--- config.mk ---
export PLATFORM = sky130hd
export DESIGN_NAME = epoch_seconds_to_fat_timestamp
export DESIGN_NICKNAME = d
export VERILOG_FILES = /design/src/design/es2fat_pkg.sv /design/src/design/epoch_seconds_to_fat_timestamp.sv
export SDC_FILE = /design/constraint.sdc
export NUM_CORES = 2
export LEC_CHECK = 0
export BUFFER_PORTS_ARGS = -buffer_cell sky130_fd_sc_hd__buf_2
export CAP_MARGIN = 20
export CORE_MARGIN = 2
export CORE_UTILIZATION = 42
export CTS_CLUSTER_SIZE = 12
export DETAILED_ROUTE_END_ITERATION = 8
export GPL_TIMING_DRIVEN = 0
export PLACE_DENSITY_LB_ADDON = 0.2
export REMOVE_ABC_BUFFERS = 1
export SYNTH_ARGS = -nofsm -noshare
export SYNTH_HDL_FRONTEND = slang
export SYNTH_SLANG_ARGS = --single-unit
--- constraint.sdc ---
create_clock -name clock -period 7.6 [get_ports clock]
set_input_delay 1.52 -clock clock [delete_from_list [all_inputs] [get_ports clock]]
set_output_delay 1.52 -clock clock [all_outputs]
set_load 0.05 [all_outputs]
--- src/design/es2fat_pkg.sv ---
`timescale 1ns / 1ps
// Package for the seconds-to-FAT-timestamp converter: pipeline depth, reciprocal
// constants for the fixed divisions and the month start table.
// No dependencies.
package es2fat_pkg;

   localparam int NUM_STAGES = 10;

   // floor(x / d) = (x * MUL) >> SHIFT, exact over the value ranges used here
   localparam logic [31:0] DIV60_MUL   = 32'h8888_8889;
   localparam int          DIV60_SHIFT = 37;
   localparam logic [31:0] DIV24_MUL   = 32'hAAAA_AAAB;
   localparam int          DIV24_SHIFT = 36;
   localparam logic [29:0] DIV7_MUL    = 30'd613566757;
   localparam logic [21:0] DIV1461_MUL = 22'd2939745;

   // days are counted from 1968-01-01 so that four-year cycles start on a leap year
   localparam logic [15:0] EPOCH_SHIFT_DAYS = 16'd731;
   // days since 1970 of 2100-03-01; from there on skip the absent 29 February 2100
   localparam logic [15:0] SKIP_LEAP_DAY    = 16'd47541;
   localparam logic [15:0] CYCLE_DAYS       = 16'd1461;
   localparam logic [10:0] YEAR1_START      = 11'd366;
   localparam logic [10:0] YEAR2_START      = 11'd731;
   localparam logic [10:0] YEAR3_START      = 11'd1096;
   localparam logic [7:0]  FAT_YEAR_BASE    = 8'd10;
   localparam logic [3:0]  MONTH_LAST       = 4'd11;

   localparam logic [8:0] MONTH_START [12] = '{
      9'd0, 9'd31, 9'd59, 9'd90, 9'd120, 9'd151,
      9'd181, 9'd212, 9'd243, 9'd273, 9'd304, 9'd334
   };

   // first day of month idx (0 = January) within the year, from 0
   function automatic logic [8:0] month_start(input logic [3:0] idx, input logic leap);
      logic [8:0] start;
      start = 9'd0;
      if (idx <= MONTH_LAST) begin
         start = MONTH_START[idx];
         if (leap && idx >= 4'd2) begin
            start = start + 9'd1;
         end
      end
      return start;
   endfunction

endpackage

--- src/design/epoch_seconds_to_fat_timestamp.sv ---
`timescale 1ns / 1ps
// Converts seconds since 1970 into calendar fields and a packed FAT date/time word.
// Depends on es2fat_pkg.
//
// Pipeline: ten register stages, 0 to 9; rsp_valid is the valid bit of the last one.
// Throughput: one transfer per cycle while req_stall is low; a stage holds one item
// and moves on when the stage after it is free, so a stall on rsp_ backs up only
// as far as needed.
// Reset clears all stage valid bits; the data path is not reset.
module epoch_seconds_to_fat_timestamp (
   input  logic        clock,
   input  logic        reset,
   input  logic        req_valid,
   output logic        req_stall,
   input  logic [31:0] req_seconds,
   output logic        rsp_valid,
   input  logic        rsp_stall,
   output logic [5:0]  rsp_second,
   output logic [5:0]  rsp_minute,
   output logic [4:0]  rsp_hour,
   output logic [2:0]  rsp_weekday,
   output logic [4:0]  rsp_day_of_month,
   output logic [3:0]  rsp_month,
   output logic [7:0]  rsp_years_since_1970,
   output logic [31:0] rsp_fat_stamp,
   output logic        rsp_before_1980
);

   localparam int LAST = es2fat_pkg::NUM_STAGES - 1;

   logic [LAST:0] vld_ff, vld_in;
   logic [LAST:0] adv;

   // stage 0
   logic [31:0] t0_ff, t0_in;
   logic [63:0] p1_ff, p1_in;
   // stage 1
   logic [26:0] q1_ff, q1_in;
   logic [58:0] p2_ff, p2_in;
   logic [5:0]  sec1_in;
   // stage 2
   logic [20:0] q2_ff, q2_in;
   logic [52:0] p3_ff, p3_in;
   logic [5:0]  min2_in;
   // stage 3
   logic [15:0] days3_ff, days3_in;
   logic [4:0]  hour3_in;
   // stage 4
   logic [15:0] dw4_ff, dw4_in;
   logic [15:0] dd4_ff, dd4_in;
   // stage 5
   logic [45:0] pw5_ff, pw5_in;
   logic [37:0] py5_ff, py5_in;
   logic [15:0] dw5_ff;
   logic [15:0] dd5_ff;
   // stage 6
   logic [5:0]  y4_ff, y4_in;
   logic [10:0] r6_ff, r6_in;
   logic [2:0]  wday6_in;
   // stage 7
   logic [7:0]  year7_ff, year7_in;
   logic [8:0]  doy7_ff, doy7_in;
   logic        leap7_ff, leap7_in;
   // stage 8
   logic [7:0]  year8_ff;
   logic [3:0]  month8_ff, month8_in;
   logic [4:0]  mday8_ff, mday8_in;
   // stage 9 (output register)
   logic [7:0]  year9_ff;
   logic [3:0]  month9_ff;
   logic [4:0]  mday9_ff;
   logic [31:0] fat9_ff, fat9_in;
   logic        early9_ff, early9_in;

   // time fields carried down the pipe
   logic [5:0]  sec_ff  [1:LAST];
   logic [5:0]  min_ff  [2:LAST];
   logic [4:0]  hour_ff [3:LAST];
   logic [2:0]  wday_ff [6:LAST];

   // per-stage advance: a stage loads when it is empty or its contents move on
   always_comb begin
      adv[LAST] = !vld_ff[LAST] || !rsp_stall;
      for (int i = LAST - 1; i >= 0; i--) begin
         adv[i] = !vld_ff[i] || adv[i + 1];
      end
      vld_in[0] = adv[0] ? req_valid : vld_ff[0];
      for (int i = 1; i <= LAST; i++) begin
         vld_in[i] = adv[i] ? vld_ff[i - 1] : vld_ff[i];
      end
   end

   assign req_stall = !adv[0];

   // seconds, minutes, hours, whole days
   always_comb begin
      t0_in    = req_seconds;
      p1_in    = 64'(req_seconds) * 64'(es2fat_pkg::DIV60_MUL);

      q1_in    = p1_ff[63:es2fat_pkg::DIV60_SHIFT];
      sec1_in  = 6'(t0_ff - 32'(q1_in) * 32'd60);
      p2_in    = 59'(q1_in) * 59'(es2fat_pkg::DIV60_MUL);

      q2_in    = p2_ff[57:es2fat_pkg::DIV60_SHIFT];
      min2_in  = 6'(q1_ff - 27'(q2_in) * 27'd60);
      p3_in    = 53'(q2_in) * 53'(es2fat_pkg::DIV24_MUL);

      days3_in = p3_ff[51:es2fat_pkg::DIV24_SHIFT];
      hour3_in = 5'(q2_ff - 21'(days3_in) * 21'd24);
   end

   // weekday and year split
   always_comb begin
      dw4_in = days3_ff + 16'd4;
      dd4_in = days3_ff + es2fat_pkg::EPOCH_SHIFT_DAYS
             + ((days3_ff >= es2fat_pkg::SKIP_LEAP_DAY) ? 16'd1 : 16'd0);

      pw5_in = 46'(dw4_ff) * 46'(es2fat_pkg::DIV7_MUL);
      py5_in = 38'(dd4_ff) * 38'(es2fat_pkg::DIV1461_MUL);

      wday6_in = 3'(dw5_ff - 16'(pw5_ff[44:32]) * 16'd7) + 3'd1;
      y4_in    = py5_ff[37:32];
      r6_in    = 11'(dd5_ff - 16'(y4_in) * es2fat_pkg::CYCLE_DAYS);
   end

   // year within the four-year cycle, day of year, then month and day
   always_comb begin
      logic [1:0] yic;
      logic [3:0] mon;
      if (r6_ff < es2fat_pkg::YEAR1_START) begin
         yic     = 2'd0;
         doy7_in = 9'(r6_ff);
      end else if (r6_ff < es2fat_pkg::YEAR2_START) begin
         yic     = 2'd1;
         doy7_in = 9'(r6_ff - es2fat_pkg::YEAR1_START);
      end else if (r6_ff < es2fat_pkg::YEAR3_START) begin
         yic     = 2'd2;
         doy7_in = 9'(r6_ff - es2fat_pkg::YEAR2_START);
      end else begin
         yic     = 2'd3;
         doy7_in = 9'(r6_ff - es2fat_pkg::YEAR3_START);
      end
      // cycles start in 1968, hence minus two
      year7_in = {y4_ff, yic} - 8'd2;
      leap7_in = (yic == 2'd0);

      mon = 4'd0;
      for (int k = 1; k <= 11; k++) begin
         if (doy7_ff >= es2fat_pkg::month_start(4'(k), leap7_ff)) begin
            mon = 4'(k);
         end
      end
      month8_in = mon + 4'd1;
      mday8_in  = 5'(doy7_ff - es2fat_pkg::month_start(mon, leap7_ff) + 9'd1);

      early9_in = (year8_ff < es2fat_pkg::FAT_YEAR_BASE);
      fat9_in   = {early9_in ? 7'd0 : 7'(year8_ff - es2fat_pkg::FAT_YEAR_BASE),
                   month8_ff, mday8_ff, hour_ff[8], min_ff[8], sec_ff[8][5:1]};
   end

   always_ff @(posedge clock) begin
      if (reset) begin
         vld_ff <= '0;
      end else begin
         vld_ff <= vld_in;
      end
   end

   always_ff @(posedge clock) begin
      if (adv[0]) begin
         t0_ff <= t0_in;
         p1_ff <= p1_in;
      end
      if (adv[1]) begin
         q1_ff     <= q1_in;
         p2_ff     <= p2_in;
         sec_ff[1] <= sec1_in;
      end
      if (adv[2]) begin
         q2_ff     <= q2_in;
         p3_ff     <= p3_in;
         min_ff[2] <= min2_in;
      end
      if (adv[3]) begin
         days3_ff   <= days3_in;
         hour_ff[3] <= hour3_in;
      end
      if (adv[4]) begin
         dw4_ff <= dw4_in;
         dd4_ff <= dd4_in;
      end
      if (adv[5]) begin
         pw5_ff <= pw5_in;
         py5_ff <= py5_in;
         dw5_ff <= dw4_ff;
         dd5_ff <= dd4_ff;
      end
      if (adv[6]) begin
         y4_ff      <= y4_in;
         r6_ff      <= r6_in;
         wday_ff[6] <= wday6_in;
      end
      if (adv[7]) begin
         year7_ff <= year7_in;
         doy7_ff  <= doy7_in;
         leap7_ff <= leap7_in;
      end
      if (adv[8]) begin
         year8_ff  <= year7_ff;
         month8_ff <= month8_in;
         mday8_ff  <= mday8_in;
      end
      if (adv[9]) begin
         year9_ff  <= year8_ff;
         month9_ff <= month8_ff;
         mday9_ff  <= mday8_ff;
         fat9_ff   <= fat9_in;
         early9_ff <= early9_in;
      end
      for (int i = 2; i <= LAST; i++) begin
         if (adv[i]) begin
            sec_ff[i] <= sec_ff[i - 1];
         end
      end
      for (int i = 3; i <= LAST; i++) begin
         if (adv[i]) begin
            min_ff[i] <= min_ff[i - 1];
         end
      end
      for (int i = 4; i <= LAST; i++) begin
         if (adv[i]) begin
            hour_ff[i] <= hour_ff[i - 1];
         end
      end
      for (int i = 7; i <= LAST; i++) begin
         if (adv[i]) begin
            wday_ff[i] <= wday_ff[i - 1];
         end
      end
   end

   assign rsp_valid            = vld_ff[LAST];
   assign rsp_second           = sec_ff[LAST];
   assign rsp_minute           = min_ff[LAST];
   assign rsp_hour             = hour_ff[LAST];
   assign rsp_weekday          = wday_ff[LAST];
   assign rsp_day_of_month     = mday9_ff;
   assign rsp_month            = month9_ff;
   assign rsp_years_since_1970 = year9_ff;
   assign rsp_fat_stamp        = fat9_ff;
   assign rsp_before_1980      = early9_ff;

endmodule
=== After elaboration in Yosys (flattened, before gate mapping) ===
Memories as Yosys holds them, arrays and structs flattened.
Cells that the tools add are included.

* Add/sub/neg operators: 18
* Multiply operators: 10
* Order comparisons: 19
* Multiplexer cells: 50
* Bitwise logic cells: 1
* Reductions and logical operators: 24

{| class="wikitable"
|+ Operators by type and width
! cell !! number
|-
| $mul A32 B32 Y64 const B || 1
|-
| $mul A27 B32 Y58 const B || 1
|-
| $mul A21 B32 Y52 const B || 1
|-
| $mul A16 B30 Y45 const B || 1
|-
| $mux W4 || 11
|-
| $mul A16 B22 Y38 const B || 1
|-
| $ge A9 B8 Y1 || 4
|-
| $ge A9 B9 Y1 || 3
|-
| $mul A27 B4 Y4 const B || 1
|-
| $mux W9 || 3
|-
| $mux W1 || 26
|-
| $mul A21 B4 Y4 const B || 1
|-
| $mux W5 || 4
|-
| $ge A9 B7 Y1 || 2
|-
| $add A16 B1 Y16 || 1
|-
| $add A16 B10 Y16 const B || 1
|-
| $add A16 B3 Y16 const B || 1
|-
| $ge A16 B16 Y1 const B || 1
|-
| $mul A16 B2 Y2 const B || 1
|-
| $mul A13 B3 Y3 const B || 1
|-
| $logic_not A1 Y1 || 12
|-
| $sub A6 B6 Y6 || 2
|-
| $lt A11 B10 Y1 const B || 1
|-
| $lt A11 B11 Y1 const B || 1
|-
| 25 further kinds || 40
|}

* Register bits: 448
* RAM bits: 149
* Bits in read-only memories: 144
* Output and inout port bits: 72
* Memories kept: 5

{| class="wikitable"
|+ Memories
! name !! words !! bits a word !! read ports !! clocked after Yosys merged registers in !! wr ports !! RTL line !! text
|-
| (name not given) || 16 || 9 || 1 || 0 || 0 || es2fat_pkg.sv:38 || <nowiki>start = MONTH_START[idx];</nowiki>
|-
| sec_ff || 9 || 6 || 9 || 0 || 9 || epoch_seconds_to_fat_timestamp.sv:76 || <nowiki>logic [5:0] sec_ff [1:LAST];</nowiki>
|-
| min_ff || 8 || 6 || 8 || 0 || 8 || epoch_seconds_to_fat_timestamp.sv:77 || <nowiki>logic [5:0] min_ff [2:LAST];</nowiki>
|-
| hour_ff || 7 || 5 || 7 || 0 || 7 || epoch_seconds_to_fat_timestamp.sv:78 || <nowiki>logic [4:0] hour_ff [3:LAST];</nowiki>
|-
| wday_ff || 4 || 3 || 4 || 0 || 4 || epoch_seconds_to_fat_timestamp.sv:79 || <nowiki>logic [2:0] wday_ff [6:LAST];</nowiki>
|}

=== Logic depth before layout (Yosys ltp) ===
* Word-level depth: 21
* Mapped depth: 26

=== Worst setup path before layout ===
Ideal clock, no wire load.

* Path kind: input -> register
* From: input req_seconds[1]
* To: register p1_ff[60] (data pin)
* Setup time: 268 ps
* Arrival: 7208 ps
* Data required time: 7332 ps
* Path slack: 124 ps
* Stages: 22
* Path buffers: 0
* Cell sequence: ha_1 -> fa_1 -> inv_1 -> fa_1 -> fa_1 -> inv_1 -> fa_1 -> inv_1 -> fa_1 -> fa_1 -> inv_1 -> ha_1 -> nand4_1 -> nor2_1 -> o21ai_0 -> a2111oi_0 -> a22oi_1 -> a31oi_1 -> o21ai_1 -> nand2_1 -> a2111o_1 -> o311ai_1

* Cells in the longest elaborated chain, start to end: 1

{| class="wikitable"
|+ RTL lines
! item !! RTL line !! text
|-
| from (decl) || epoch_seconds_to_fat_timestamp.sv:15 || <nowiki>input logic [31:0] req_seconds,</nowiki>
|-
| $mul A32 B32 Y64 || epoch_seconds_to_fat_timestamp.sv:98 || <nowiki>p1_in = 64'(req_seconds) * 64'(es2fat_pkg::DIV60_MUL);</nowiki>
|-
| net p1_in[60] || epoch_seconds_to_fat_timestamp.sv:36 || <nowiki>logic [63:0] p1_ff, p1_in;</nowiki>
|-
| to (signal assigned) || epoch_seconds_to_fat_timestamp.sv:172 || <nowiki>p1_ff <= p1_in;</nowiki>
|-
| to (decl) || epoch_seconds_to_fat_timestamp.sv:36 ||
|}

The timed path passes the listed nets, and every way through them passes these cells.
A chain may end at the register's enable or synchronous reset.

=== Final worst setup path ===
* From: input req_seconds[5]
* To: register p1_ff[63] (data pin)

Same word-level chain as after synthesis.

==> flow_metrics.py <==
metrics = {
    "cts": {
        "cts.sinks": 388,
        "htreeDepth": 2,
        "clk_latency_ns": 0.60,
        "cts_tree": "yes",
        "clkSlewWorstSetupHoldPaths_ns": 0.06,
        "root_buffer": "clkbuf_16",
        "cts_buffer_depth": 3,
        "cts_made_buffers": 45,
    },
    "place": {
        "gp_congestion": 0.8784,
        "dp_cells": 5372,
        "port-buffer-count": 107,
        "dp_hpwl_mm": 78.52,
    },
    "worst_setup_path": {
        "path_buf_inv": 5,
        "required_ns": 7.90,
        "path_class": "in -> reg",
        "cp-start-kind": "input port",
        "cpMostUsedCell": "fa_1",
        "max_stage_delay_ns": 0.55,
        "cp_max_fo": 6,
        "slowest_stage": "fa_2",
        "endpoint_kind": "flip-flop",
        "arrival_ns": 7.75,
        "cp_top_family": "adder cells",
        "crit_chain": "buf_4, ha_4, fa_2, inv_1, fa_1, fa_1, inv_1, fa_1, inv_1, fa_1, fa_1, inv_1, ha_4, a2111oi_4, o21ai_1, a21oi_2, o221ai_2, o21ai_2, a31oi_4, o21ai_2, nand2_2, a2111oi_4, xnor2_2",
    },
    "sta": {
        "slew_headroom_pct": 33.63,
        "setup_viol": 0,
        "finClkSkew_ns": 0.03278,
        "finalCriticalPeriod_ns": 7.445,
        "hold_viol": 0,
        "fmax_mhz": 134.3,
        "timing.hold.ws_ns": 0.4106,
        "worst_pin_slew_ns": 0.9851,
        "period_share_pct": 97.96,
        "drv_slew": 0,
    },
    "die": {
        "io_pins": 108,
        "rows": 119,
        "initial_core_util_pct": 42.48,
        "die_y_um": 330.8,
        "die-area_mm2": 0.1094,
        "die_x_um": 330.8,
        "coreArea_mm2": 0.1056,
    },
    "route": {
        "dr.pass1.iters": 5,
        "num_vias": 26590,
        "routed_wl_mm": 91.91,
        "avgRoutedWirePerCell_um": 16.84,
        "ant_nets": 0,
        "drcViolationCount": 0,
        "via_per_inst": 4.870,
        "drtIter0Drc": 1166,
    },
    "finish": {
        "seqCellArea_mm2": 0.01155,
        "drive_above_1_share_pct": 6.244,
        "area_delta_synth_final_pct": 8.693,
        "fin_nets": 5567,
        "stdcell_count": 5459,
        "utilization_pct": 46.18,
        "multi_input_area_mm2": 0.02933,
        "fill_cells": 9814,
        "antenna_cells": 0,
    },
    "status": {
        "status": "completed",
    },
    "logic_synthesis": {
        "synth-seq-cells": 388,
        "synthDistinctLibCells": 64,
        "synth.area.top_cells": "ha_1 26%, fa_1 25%, edfxtp_1 25%, inv_1 8.5%, xnor2_1 2.1%",
        "yosysWarnings": 0,
        "yosysTopAreaCell": "ha_1",
        "yosysSeqAreaShare_pct": 25.76,
        "synth_area_mm2": 0.04485,
        "synth_edf_count": 378,
        "syn_inst": 3926,
        "yosys_most_used_dff": "edfxtp_1",
        "syn_avg_cell_area_um2": 11.42,
        "async_flop_share_pct": 0,
        "synth_top_area_share_pct": 25.83,
    },
    "min_path": {
        "hold_class": "reg -> reg",
    },
    "grt": {
        "grt_pass1_wl_mm": 150.6,
        "antenna_found_initial": 0,
        "grt_pass1_vias": 28280,
        "overflow": 0,
        "grt_max_degree": 38,
        "grt_usage_pct": 17.57,
    },
    "run": {
        "cap_viol_max_count": 0,
    },
}
## area by class of cell
cell class / instances / share of cell area (%)
Inverter: 1010 / 7.777
Clock buffer: 49 / 2.341
Tap cell: 1391 / 3.570
Clock inverter: 29 / 0.7495
Timing Repair Buffer: 128 / 1.691
Multi-Input combinational cell: 2464 / 60.17
Sequential cell: 388 / 23.70
## cells in the mapped netlist, drive strengths merged (24+ instances only)
cell type and count:
inv 1010, ha 926, fa 568, edfxtp 378
a21oi 142, xnor2 110, nor2 94, nand2 85
a21o 80, o21ai 73, xor2 57, buf 48
nand3 39, nand4 24
## cells by family after synthesis
group / after synthesis / share of synthesized area, %
fa+ha+maj: 1494 / 51.19
buf+inv: 1074 / 9.366
compound gates: 450 / 6.604
flops: 388 / 25.76
simple gates: 352 / 3.800
xor+xnor: 167 / 3.261
mux: 1 / 0.02511
## path summary, 6_finish.rpt
kind / startpoint / to / slack [ns] / depth (start not counted)
setup / recovery: req_seconds[5] / p1_ff[63] / 0.15 / 23
hold / removal: sec_ff[0][40] / sec_ff[0][46] / 0.41 / 0
setup reg to reg: p2_ff[54] / p3_ff[48] / 0.30 / 20
hold reg to reg: sec_ff[0][40] / sec_ff[0][46] / 0.41 / 0
## layout by cell type (no fill, tap or decap), drive strengths merged, types with 9 or more instances in the layout
master and n:
nand2 85, o21bai 17, and3 21, a211oi 16
a211o 12, edfxtp 378, fa 568, o21a 11
inv 1012, nand2b 12, nor3 19, o21ai 73
a21o 80, nor4 9, nand3 39, nor2 94
xnor2 110, nand4 24, xor2 57, a31oi 18
o31ai 9, nor2b 20, dfxtp 10, clkbuf 50
a21oi 142, clkinv 20, ha 926, buf 127
## layer usage
| layer | share of wire (%) | GRT usage, % | up-vias |
|---|---|---|---|
| met4 | 1.6 | 3.226 | 0 |
| li1 | - | - | 13110 |
| met1 | 47 | 24.36 | 13090 |
| met2 | 48 | 29.69 | 304 |
| met5 | 0 | 0 | - |
| met3 | 3.3 | 2.264 | 79 |
## flip-flops by register name, indices dropped and copies added, names as in the netlist, 9 cells and up
register / count
p3_ff: 16
dw4_ff: 16
dd4_ff: 16
hour_ff: 30
vld_ff: 10
min_ff: 42
days3_ff: 16
doy7_ff: 9
p2_ff: 21
p1_ff: 27
r6_ff: 11
rsp_fat_stamp: 24
py5_ff: 11
sec_ff: 49
wday_ff: 12
## repair_timing
action / in CTS / in global routing
buffers inserted: 2 / 7
hold endpoints to repair: 0 / 0
pin swaps: 2 / 16
setup endpoints to repair: 18 / 13
hold buffers: 0 / 0
gates cloned: 0 / 0
gates resized for setup: 17 / 35
## stage by stage
step	cell area [um2]	setup WS [ns]	setup TNS, ns
2_1_floorplan	44440	0.1240	0
3_3_place_gp	46710	-1.670	-23.37
3_5_place_dp	46940	-1.633	-22.56
4_1_cts	48530	0.001320	0
5_1_grt	48750	-0.03006	-0.07212
6_report	48750	0.1547	0
Power is left out: the tool's default activity adds up to more than one toggle a clock period on the data nets, which glitch-free logic cannot reach.
